==> src/rtl/une_pkg.sv <==
// ----------------------------------------------------------------------------
// une_pkg
// Types, constants and helpers shared by the name hex escaper.
// ----------------------------------------------------------------------------
package une_pkg;

    localparam int unsigned ESC_LEN = 6;
    localparam int unsigned IDX_W   = $clog2(ESC_LEN);

    localparam logic [7:0] CH_AT         = 8'h40;
    localparam logic [7:0] CH_UNDERSCORE = 8'h5F;
    localparam logic [7:0] CH_ZERO       = 8'h30;
    localparam logic [7:0] CH_NINE       = 8'h39;
    localparam logic [7:0] CH_UPPER_A    = 8'h41;
    localparam logic [7:0] CH_UPPER_Z    = 8'h5A;
    localparam logic [7:0] CH_LOWER_A    = 8'h61;
    localparam logic [7:0] CH_LOWER_Z    = 8'h7A;
    localparam logic [7:0] CH_NUL        = 8'h00;

    localparam logic [16:0] MAX_KEY_SIZE_RST = 17'd4096;
    localparam logic        UTF8_MODE_RST    = 1'b1;

    localparam logic REG_MAX_KEY_SIZE = 1'b0;
    localparam logic REG_UTF8_MODE    = 1'b1;

    typedef enum logic [1:0] {
        ST_OK        = 2'd0,
        ST_TOO_LONG  = 2'd1,
        ST_MULTIBYTE = 2'd2,
        ST_TRUNCATED = 2'd3
    } t_status;

    typedef enum logic {
        KIND_BYTE = 1'b0,
        KIND_ESC  = 1'b1
    } t_kind;

    typedef struct packed {
        logic [16:0] max_key_size;
        logic        utf8_mode;
    } t_cfg;

    // one pending group of results: a single byte or a six-byte escape
    typedef struct packed {
        logic        valid;
        t_kind       kind;
        logic [7:0]  chr;
        logic [19:0] five;
        logic        last;
        t_status     status;
        logic [15:0] size;
    } t_desc;

    function automatic logic usable_ascii(input logic [7:0] b);
        return (b == CH_UNDERSCORE) || (b inside {[CH_ZERO:CH_NINE]}) ||
               (b inside {[CH_UPPER_A:CH_UPPER_Z]}) ||
               (b inside {[CH_LOWER_A:CH_LOWER_Z]});
    endfunction

    function automatic logic [7:0] hex_char(input logic [3:0] nib);
        if (nib < 4'd10) begin
            return CH_ZERO + {4'b0, nib};
        end
        return CH_LOWER_A + {4'b0, nib - 4'd10};
    endfunction

    // byte idx of the escape: '@' then five hex digits, high first
    function automatic logic [7:0] esc_byte(input logic [19:0] five,
                                            input logic [IDX_W-1:0] idx);
        logic [7:0] r;
        case (idx)
            IDX_W'(0): r = CH_AT;
            IDX_W'(1): r = hex_char(five[19:16]);
            IDX_W'(2): r = hex_char(five[15:12]);
            IDX_W'(3): r = hex_char(five[11:8]);
            IDX_W'(4): r = hex_char(five[7:4]);
            IDX_W'(5): r = hex_char(five[3:0]);
            default:   r = CH_NUL;
        endcase
        return r;
    endfunction

endpackage

==> src/rtl/une_in_if.sv <==
// ----------------------------------------------------------------------------
// une_in_if
// Request channel carrying raw name bytes.
// ----------------------------------------------------------------------------
interface une_in_if;
    logic       valid;
    logic       ready;
    logic [7:0] in_byte;
    logic       in_last;

    modport source (output valid, output in_byte, output in_last, input ready);
    modport sink   (input valid, input in_byte, input in_last, output ready);
    modport monitor (input valid, input in_byte, input in_last, input ready);
endinterface

==> src/rtl/une_out_if.sv <==
// ----------------------------------------------------------------------------
// une_out_if
// Request channel carrying encoded name bytes with status and size.
// ----------------------------------------------------------------------------
interface une_out_if;
    logic        valid;
    logic        ready;
    logic [7:0]  out_char;
    logic        out_last;
    logic [1:0]  status;
    logic [15:0] encoded_size;

    modport source (output valid, output out_char, output out_last,
                    output status, output encoded_size, input ready);
    modport sink   (input valid, input out_char, input out_last,
                    input status, input encoded_size, output ready);
    modport monitor (input valid, input out_char, input out_last,
                     input status, input encoded_size, input ready);
endinterface

==> src/rtl/utf8_name_hex_escaper_unit.sv <==
// ----------------------------------------------------------------------------
// utf8_name_hex_escaper_unit
// Escapes name bytes into a key-safe form with '@' and five hex digits.
// ----------------------------------------------------------------------------
// Bytes of a name enter on i_in, in_last marking the final byte. Encoded
// bytes leave on o_out with status and the running encoded size; out_last
// marks the final result of the name. Letters, digits and underscore (not
// in first position) pass as one result; any other character yields six.
// A result byte passes the result group register, then the output register.
// While o_out does not stall, a pass-through byte sustains one request per
// cycle; an escape holds the input while the output register drains it,
// one byte per cycle. Bytes in the middle of a UTF-8 sequence give no result.
// When o_out stalls the output register holds its byte, one result group
// waits behind it, and i_in drops ready once both are full.
// Reset clears the name state and both registers; max_key_size returns to
// 4096 and utf8_mode to 1. APB holds max_key_size at 0x0, utf8_mode at 0x4.
// The user must write registers only while idle; the block does not check.
// ----------------------------------------------------------------------------
module utf8_name_hex_escaper_unit
    import une_pkg::*;
(
    input  logic        i_clk,
    input  logic        i_rst_n,
    une_in_if.sink      i_in,
    une_out_if.source   o_out,
    input  logic        psel,
    input  logic        penable,
    input  logic        pwrite,
    input  logic [2:0]  paddr,
    input  logic [31:0] pwdata,
    output logic [31:0] prdata,
    output logic        pready
);

    t_cfg  r_cfg;
    t_desc desc;
    logic  desc_done;
    logic  wr_en;

    assign pready = 1'b1;
    assign wr_en  = psel && penable && pwrite && pready;

    always_ff @(posedge i_clk) begin
        if (!i_rst_n) begin
            r_cfg.max_key_size <= MAX_KEY_SIZE_RST;
            r_cfg.utf8_mode    <= UTF8_MODE_RST;
        end else if (wr_en) begin
            case (paddr[2])
                REG_MAX_KEY_SIZE: r_cfg.max_key_size <= pwdata[16:0];
                REG_UTF8_MODE:    r_cfg.utf8_mode    <= pwdata[0];
                default:          r_cfg              <= r_cfg;
            endcase
        end
    end

    always_comb begin
        case (paddr[2])
            REG_MAX_KEY_SIZE: prdata = {15'd0, r_cfg.max_key_size};
            REG_UTF8_MODE:    prdata = {31'd0, r_cfg.utf8_mode};
            default:          prdata = 32'd0;
        endcase
    end

    une_decode u_decode (
        .i_clk       (i_clk),
        .i_rst_n     (i_rst_n),
        .i_cfg       (r_cfg),
        .i_in        (i_in),
        .i_desc_done (desc_done),
        .o_desc      (desc)
    );

    une_emit u_emit (
        .i_clk       (i_clk),
        .i_rst_n     (i_rst_n),
        .i_desc      (desc),
        .o_desc_done (desc_done),
        .o_out       (o_out)
    );

endmodule

==> src/rtl/une_decode.sv <==
// ----------------------------------------------------------------------------
// une_decode
// Per-name state, UTF-8 decode and size check; holds one result group.
// ----------------------------------------------------------------------------
module une_decode
    import une_pkg::*;
(
    input  logic       i_clk,
    input  logic       i_rst_n,
    input  t_cfg       i_cfg,
    une_in_if.sink     i_in,
    input  logic       i_desc_done,
    output t_desc      o_desc
);

    logic        r_at_start, n_at_start;
    logic [1:0]  r_pend, n_pend;
    logic [20:0] r_acc, n_acc;
    logic [15:0] r_cnt, n_cnt;
    logic        r_drop, n_drop;
    t_desc       r_desc, n_desc;

    logic        accept;
    logic [7:0]  b;
    logic        last;
    logic [1:0]  pend_dec;
    logic [20:0] acc_shift;
    logic [19:0] cp_five;
    logic [2:0]  len;
    logic [7:0]  init;
    logic        stray;
    logic        pass;
    logic [17:0] need_sum;
    logic        too_long;

    assign i_in.ready = !r_desc.valid || i_desc_done;
    assign accept     = i_in.valid && i_in.ready;
    assign b          = i_in.in_byte;
    assign last       = i_in.in_last;
    assign o_desc     = r_desc;

    assign pend_dec  = r_pend - 2'd1;
    assign acc_shift = {r_acc[14:0], b[5:0]};
    assign cp_five   = (acc_shift > 21'hFFFFF) ? {3'd0, acc_shift[20:4]}
                                               : acc_shift[19:0];

    always_comb begin
        len   = 3'd1;
        init  = b;
        stray = 1'b0;
        if (i_cfg.utf8_mode) begin
            if (b < 8'h80) begin
                len = 3'd1;
            end else if ((b & 8'hE0) == 8'hC0) begin
                len  = 3'd2;
                init = b & 8'h1F;
            end else if ((b & 8'hF0) == 8'hE0) begin
                len  = 3'd3;
                init = b & 8'h0F;
            end else if ((b & 8'hF8) == 8'hF0) begin
                len  = 3'd4;
                init = b & 8'h07;
            end else begin
                stray = 1'b1;
            end
        end
        pass     = (len == 3'd1) && usable_ascii(b) && !((b == CH_UNDERSCORE) && r_at_start);
        need_sum = {2'b0, r_cnt} + (pass ? 18'd2 : 18'(ESC_LEN + 1));
        too_long = need_sum >= {1'b0, i_cfg.max_key_size};
    end

    always_comb begin
        n_at_start = r_at_start;
        n_pend     = r_pend;
        n_acc      = r_acc;
        n_cnt      = r_cnt;
        n_drop     = r_drop;
        n_desc     = r_desc;
        if (i_desc_done) begin
            n_desc.valid = 1'b0;
        end
        if (accept) begin
            n_desc.kind   = KIND_BYTE;
            n_desc.chr    = CH_NUL;
            n_desc.five   = 20'd0;
            n_desc.last   = last;
            n_desc.status = ST_OK;
            n_desc.size   = r_cnt;
            if (r_drop) begin
                if (last) begin
                    n_desc.valid  = 1'b1;
                    n_desc.status = ST_TOO_LONG;
                end
            end else if (r_pend != 2'd0) begin
                n_acc  = acc_shift;
                n_pend = pend_dec;
                if (pend_dec == 2'd0) begin
                    n_desc.valid = 1'b1;
                    n_desc.kind  = KIND_ESC;
                    n_desc.five  = cp_five;
                    n_desc.size  = r_cnt + 16'd1;
                    n_cnt        = r_cnt + 16'(ESC_LEN);
                    n_acc        = 21'd0;
                end else if (last) begin
                    n_desc.valid  = 1'b1;
                    n_desc.status = ST_TRUNCATED;
                end
            end else if (too_long) begin
                n_desc.valid  = 1'b1;
                n_desc.status = ST_TOO_LONG;
                n_drop        = !last;
            end else begin
                n_at_start = 1'b0;
                if (pass) begin
                    n_desc.valid = 1'b1;
                    n_desc.chr   = b;
                    n_desc.size  = r_cnt + 16'd1;
                    n_cnt        = r_cnt + 16'd1;
                end else if (len == 3'd1) begin
                    n_desc.valid = 1'b1;
                    n_desc.kind  = KIND_ESC;
                    n_desc.five  = stray ? 20'hFFFFF : {12'd0, b};
                    n_desc.size  = r_cnt + 16'd1;
                    n_cnt        = r_cnt + 16'(ESC_LEN);
                end else begin
                    n_pend = 2'(len - 3'd1);
                    n_acc  = {13'd0, init};
                    if (last) begin
                        n_desc.valid  = 1'b1;
                        n_desc.status = ST_TRUNCATED;
                    end
                end
            end
            // start a new name after the last byte
            if (last) begin
                n_at_start = 1'b1;
                n_pend     = 2'd0;
                n_acc      = 21'd0;
                n_cnt      = 16'd0;
                n_drop     = 1'b0;
            end
        end
    end

    always_ff @(posedge i_clk) begin
        if (!i_rst_n) begin
            r_at_start   <= 1'b1;
            r_pend       <= 2'd0;
            r_acc        <= 21'd0;
            r_cnt        <= 16'd0;
            r_drop       <= 1'b0;
            r_desc.valid <= 1'b0;
        end else begin
            r_at_start   <= n_at_start;
            r_pend       <= n_pend;
            r_acc        <= n_acc;
            r_cnt        <= n_cnt;
            r_drop       <= n_drop;
            r_desc.valid <= n_desc.valid;
        end
        r_desc.kind   <= n_desc.kind;
        r_desc.chr    <= n_desc.chr;
        r_desc.five   <= n_desc.five;
        r_desc.last   <= n_desc.last;
        r_desc.status <= n_desc.status;
        r_desc.size   <= n_desc.size;
    end

endmodule

==> src/rtl/une_emit.sv <==
// ----------------------------------------------------------------------------
// une_emit
// Expands a result group into bytes and holds them in the output register.
// ----------------------------------------------------------------------------
module une_emit
    import une_pkg::*;
(
    input  logic       i_clk,
    input  logic       i_rst_n,
    input  t_desc      i_desc,
    output logic       o_desc_done,
    une_out_if.source  o_out
);

    logic [IDX_W-1:0] r_idx, n_idx;
    logic             r_valid, n_valid;
    logic [7:0]       r_char, n_char;
    logic             r_last, n_last;
    t_status          r_status, n_status;
    logic [15:0]      r_size, n_size;

    logic out_free;
    logic load;
    logic at_end;

    assign out_free    = !r_valid || o_out.ready;
    assign load        = i_desc.valid && out_free;
    assign at_end      = (i_desc.kind == KIND_BYTE) || (r_idx == IDX_W'(ESC_LEN - 1));
    assign o_desc_done = load && at_end;

    always_comb begin
        n_idx    = r_idx;
        n_valid  = r_valid && !o_out.ready;
        n_char   = r_char;
        n_last   = r_last;
        n_status = r_status;
        n_size   = r_size;
        if (load) begin
            n_valid = 1'b1;
            n_idx   = at_end ? '0 : r_idx + IDX_W'(1);
            if (i_desc.kind == KIND_BYTE) begin
                n_char   = i_desc.chr;
                n_last   = i_desc.last;
                n_status = i_desc.status;
                n_size   = i_desc.size;
            end else begin
                n_char   = esc_byte(i_desc.five, r_idx);
                n_last   = at_end && i_desc.last;
                n_status = ST_OK;
                n_size   = i_desc.size + {{(16-IDX_W){1'b0}}, r_idx};
            end
        end
    end

    always_ff @(posedge i_clk) begin
        if (!i_rst_n) begin
            r_idx   <= '0;
            r_valid <= 1'b0;
        end else begin
            r_idx   <= n_idx;
            r_valid <= n_valid;
        end
    end

    always_ff @(posedge i_clk) begin
        r_char   <= n_char;
        r_last   <= n_last;
        r_status <= n_status;
        r_size   <= n_size;
    end

    assign o_out.valid        = r_valid;
    assign o_out.out_char     = r_char;
    assign o_out.out_last     = r_last;
    assign o_out.status       = r_status;
    assign o_out.encoded_size = r_size;

endmodule

==> src/flat_wrapper.sv <==
// flat-port wrapper written by rule: the top's interface ports become plain ports
module utf8_name_hex_escaper_unit_flat import une_pkg::*;
  (i_clk, i_rst_n, psel, penable, pwrite, paddr, pwdata, prdata, pready, i_in_valid, i_in_in_byte, i_in_in_last, i_in_ready, o_out_valid, o_out_out_char, o_out_out_last, o_out_status, o_out_encoded_size, o_out_ready);
  une_in_if i_in_i ();
  une_out_if o_out_i ();
  input  logic i_clk;
  input  logic i_rst_n;
  input  logic psel;
  input  logic penable;
  input  logic pwrite;
  input  logic [2:0] paddr;
  input  logic [31:0] pwdata;
  output logic [31:0] prdata;
  output logic pready;
  input wire logic [$bits(i_in_i.valid)-1:0] i_in_valid;
  input wire logic [$bits(i_in_i.in_byte)-1:0] i_in_in_byte;
  input wire logic [$bits(i_in_i.in_last)-1:0] i_in_in_last;
  output wire logic [$bits(i_in_i.ready)-1:0] i_in_ready;
  output wire logic [$bits(o_out_i.valid)-1:0] o_out_valid;
  output wire logic [$bits(o_out_i.out_char)-1:0] o_out_out_char;
  output wire logic [$bits(o_out_i.out_last)-1:0] o_out_out_last;
  output wire logic [$bits(o_out_i.status)-1:0] o_out_status;
  output wire logic [$bits(o_out_i.encoded_size)-1:0] o_out_encoded_size;
  input wire logic [$bits(o_out_i.ready)-1:0] o_out_ready;
  assign i_in_i.valid = i_in_valid;
  assign i_in_i.in_byte = i_in_in_byte;
  assign i_in_i.in_last = i_in_in_last;
  assign i_in_ready = i_in_i.ready;
  assign o_out_valid = o_out_i.valid;
  assign o_out_out_char = o_out_i.out_char;
  assign o_out_out_last = o_out_i.out_last;
  assign o_out_status = o_out_i.status;
  assign o_out_encoded_size = o_out_i.encoded_size;
  assign o_out_i.ready = o_out_ready;
  utf8_name_hex_escaper_unit u_core (.i_clk(i_clk), .i_rst_n(i_rst_n), .i_in(i_in_i), .o_out(o_out_i), .psel(psel), .penable(penable), .pwrite(pwrite), .paddr(paddr), .pwdata(pwdata), .prdata(prdata), .pready(pready));
endmodule
==> config.mk <==
export PLATFORM = sky130hd
export DESIGN_NAME = utf8_name_hex_escaper_unit_flat
export DESIGN_NICKNAME = d
export VERILOG_FILES = /design/src/rtl/une_pkg.sv /design/src/rtl/une_in_if.sv /design/src/rtl/une_out_if.sv /design/src/rtl/utf8_name_hex_escaper_unit.sv /design/src/rtl/une_decode.sv /design/src/rtl/une_emit.sv /design/src/flat_wrapper.sv
export SDC_FILE = /design/constraint.sdc
export NUM_CORES = 1
export LEC_CHECK = 0
export ABC_AREA = 1
export BUFFER_PORTS_ARGS = -buffer_cell sky130_fd_sc_hd__buf_4
export CORE_MARGIN = 4
export CORE_UTILIZATION = 40
export CTS_BUF_LIST = sky130_fd_sc_hd__clkbuf_2
export DETAILED_ROUTE_END_ITERATION = 10
export GPL_TIMING_DRIVEN = 0
export PLACE_DENSITY = 0.59
export SLEW_MARGIN = 20
export SYNTH_ARGS = -nofsm -noshare
export SYNTH_HDL_FRONTEND = slang
export SYNTH_HIERARCHICAL = 1
export SYNTH_SLANG_ARGS = --single-unit
==> constraint.sdc <==
create_clock -name i_clk -period 5 [get_ports i_clk]
set_input_delay 0.5 -clock i_clk [delete_from_list [all_inputs] [get_ports i_clk]]
set_output_delay 0.5 -clock i_clk [all_outputs]
set_load 0.02 [all_outputs]
==> metrics.txt <==
Worst EP required=between 5 and 6 ns; R2R cell count=28; Die W=around 170 um; post-synth cell types=51; first-pass GRT wire length=around 46,000 um; Synth async-reset ratio=0; RePlAce Congestion=0.955; Row Count=57; Syn Inst Count=1,468; reg2reg setup slack=0.43 ns; placed cell count=1,885; DRC violations left=0; Num CTS Buffers=17; IO Port Bufs=78; Synth Cell Area=about 0.01 mm^2; Buf/Inv on CP=6; CP endpoint=u_core/u_decode/o_desc[32]; Hold Slack=0.0877 ns; period utilisation layout=0.913; Worst Skew=between 0.06 and 0.07 ns; FILL cells=2,601; P_leak=5.57 nW; design area=~0.011 mm^2; Die Ht=166 um; #FFs+latches synth=133; CP Capture Type=flop; Primary FF master, synth=edfxtp_1; Worst slew margin=0.328; setup violators final=0; share of cells above drive strength 1=0.142; Overflow after GRT=0; initial antenna violation count=1; slowest stage delay, CP=0.45 ns; Initial DRC Count=~760; final core utilization=0.468; hpwl dp=21,700 um; slowest library cell on the worst path=dfxtp_2; clock root cell=clkbuf_2; Worst Setup SP=u_core/r_cfg[0]; fin nets=1,690; Slew @ Worst Pin=1.01 ns; max-slew violations=0; EDFF count, synth=75; maximum vdd drop=0.000135 V; Fin. Hold Viols=0; CTS tree=yes; fin cells=between 1,500 and 2,000; Die ar.=0.0277 mm^2; Highest Clock Rate=about 220 MHz; top-area cell type share of the netlist area=0.224; fin crit period=between 4 and 5 ns; Power Total=0.00410 W; Post-DP Area=about 0.011 mm^2; CP max FO=10; Area Growth Syn to Fin=14.4%; Area contributors post-synth=edfxtp_1 (22%), nand2_1 (14%), dfxtp_1 (12%), nor2_1 (8.3%), inv_1 (7.7%); CORE AREA=0.0245 mm^2; most common cell after layout, fill and taps aside=nand2_1; PwrDens=approximately 360 mW/mm^2; initial core utilization=0.409; via count=~9,400; synthesized area per cell=6.84 um^2; Boundary Pins=113; total track usage=0.199; Worst R2R Start=u_core/r_cfg[0]; CTS Sinks=133; Synth Warn #=6; RSZ-0062 raised after global routing=no; H-tree lvl count=4; hold crit path type=in -> reg; Longest Clk Path Bufs=2; vias per std cell=4.90; crit path kind=reg -> reg; outcome=finished, final reports clean; DRT Wirelength=27,700 um; Reg-to-Reg End=u_core/u_decode/o_desc[32]; vias in the first global route=8,967; Crit path max-delay family=simple AND/OR/NAND/NOR gates; largest net degree at the start of global routing=30; sequential fraction of the synthesis area=0.340; Max Cap Viol=0; Post-DRT Antenna Nets=0; CP arrival=5.12 ns; top cell type by total area after synthesis=edfxtp_1; critical path depth in cells=28; most frequent cells in the layout=nand2_1 (376), nor2_1 (223), inv_1 (205), buf_4 (101), nand3_1 (84); critical path launch point type=flop; Worst-path clk slew=roughly 0.23 ns; routed len/inst=around 14 um; router iterations before antenna repair=5; Clk Latency, worst-skew pair=0.73 ns
-- repair_timing --
action	in CTS	in global routing
hold buffers	9	0
setup buffers	0	1
setup endpoints to repair	0	67
resized for setup	0	3
endpoints found under the hold margin	9	0
-- worst min-delay path by stage --
stage / endpoint / cells past startpoint / from / slack, ns
floorplan: u_core/u_decode/r_at_start / 2 / u_core/u_decode/r_at_start / 0.43
global placement: u_core/u_emit/o_out.valid / 2 / u_core/u_decode/o_desc[48] / 0.48
detailed placement: u_core/u_emit/o_out.valid / 2 / u_core/u_decode/o_desc[48] / 0.48
CTS: u_core/r_cfg[16] / 5 / pwdata[15] / 0.01
global route: u_core/r_cfg[15] / 5 / pwdata[14] / 0.02
finish: u_core/r_cfg[16] / 5 / pwdata[15] / 0.09
-- worst min-delay path: cells and delay by family --
| kind | cells | cell delay [ns] |
|---|---|---|
| buf+inv | 2 | 0.11 |
| simple gates | 3 | 0.17 |
-- flip-flops by register name, summed over array words and instances, names as in the netlist --
register / flops
u_core/r_cfg: 18
u_core/u_emit/o_out.out_last: 1
u_core/u_decode/r_pend: 2
u_core/u_emit/o_out.status: 2
u_core/u_decode/r_at_start: 1
u_core/u_decode/r_drop: 1
u_core/u_decode/o_desc: 49
u_core/u_emit/o_out.encoded_size: 16
u_core/u_emit/r_idx: 3
u_core/u_emit/o_out.out_char: 8
u_core/u_emit/o_out.valid: 1
u_core/u_decode/r_cnt: 16
u_core/u_decode/r_acc: 15
-- layer usage --
metal,track usage,wire length (um),up-vias
li1,-,-,4868
met1,0.267,12700,4178
met2,0.321,12300,325
met3,0.0360,1780,67
met4,0.0797,975,0
met5,0,0,-
-- synthesized netlist by cell type, types with 2 or more instances --
cell type  number
conb_1          3
xnor2_1         5
a211oi_1        3
xor2_1         42
o211ai_1        7
a31oi_1         3
nor2_1        223
nor2_2         11
o21ai_1        13
buf_2          21
a21oi_2        11
a21oi_1        70
inv_2           8
buf_4          22
nand3_2         6
nand3b_1        3
dfxtp_1        58
inv_1         206
nand3_1        84
nand4_1        11
clkbuf_1       22
nand2_1       376
o22ai_1         2
buf_6          10
o221ai_1        9
nand2_2         7
nor3_1         10
nor2_4          7
o21ai_0        72
ha_1           48
edfxtp_1       75
-- layout make-up --
class / instances / area, um^2 / share of cell area
antenna: 1 / 2.50 / 0.000218
buffer: 78 / 489 / 0.0426
clock buffer: 17 / 85.1 / 0.00740
clock inverter: 15 / 191 / 0.0167
inverter: 215 / 807 / 0.0702
multi-input combinational: 1056 / 5390 / 0.469
sequential: 133 / 3410 / 0.297
tap: 324 / 405 / 0.0353
timing repair buffer: 89 / 703 / 0.0612
-- kinds of logic (layout without fill, tap and decap cells) --
kind of cell,after synthesis,after routing,share of synthesized area
AO/OA/AOI/OAI,196,196,0.110
XOR/XNOR,47,47,0.0410
adder cells (fa/ha/maj),49,49,0.0618
buffers and inverters,293,414,0.129
flip-flops,133,133,0.340
other,3,18,0.00112
AND/OR/NAND/NOR,747,747,0.317
-- through the flow --
stage	TNS [ns]	worst slack (ns)
3_3_place_gp	-8.98	-0.360
5_1_grt	0	0.0199
4_1_cts	0	0.0594
6_report	0	0.433
3_5_place_dp	-14.65	-0.428
2_1_floorplan	0	0.789
-- where the power goes --
part | internal, W | leakage [nW] | switching [W]
Clock | 0.000294 | 0.159 | 0.000460
Sequential | 0.00140 | 1.21 | 0.000111
Combinational | 0.000636 | 4.21 | 0.00120
Total | 0.00233 | 5.57 | 0.00177
(Power assumes the default switching activity.)
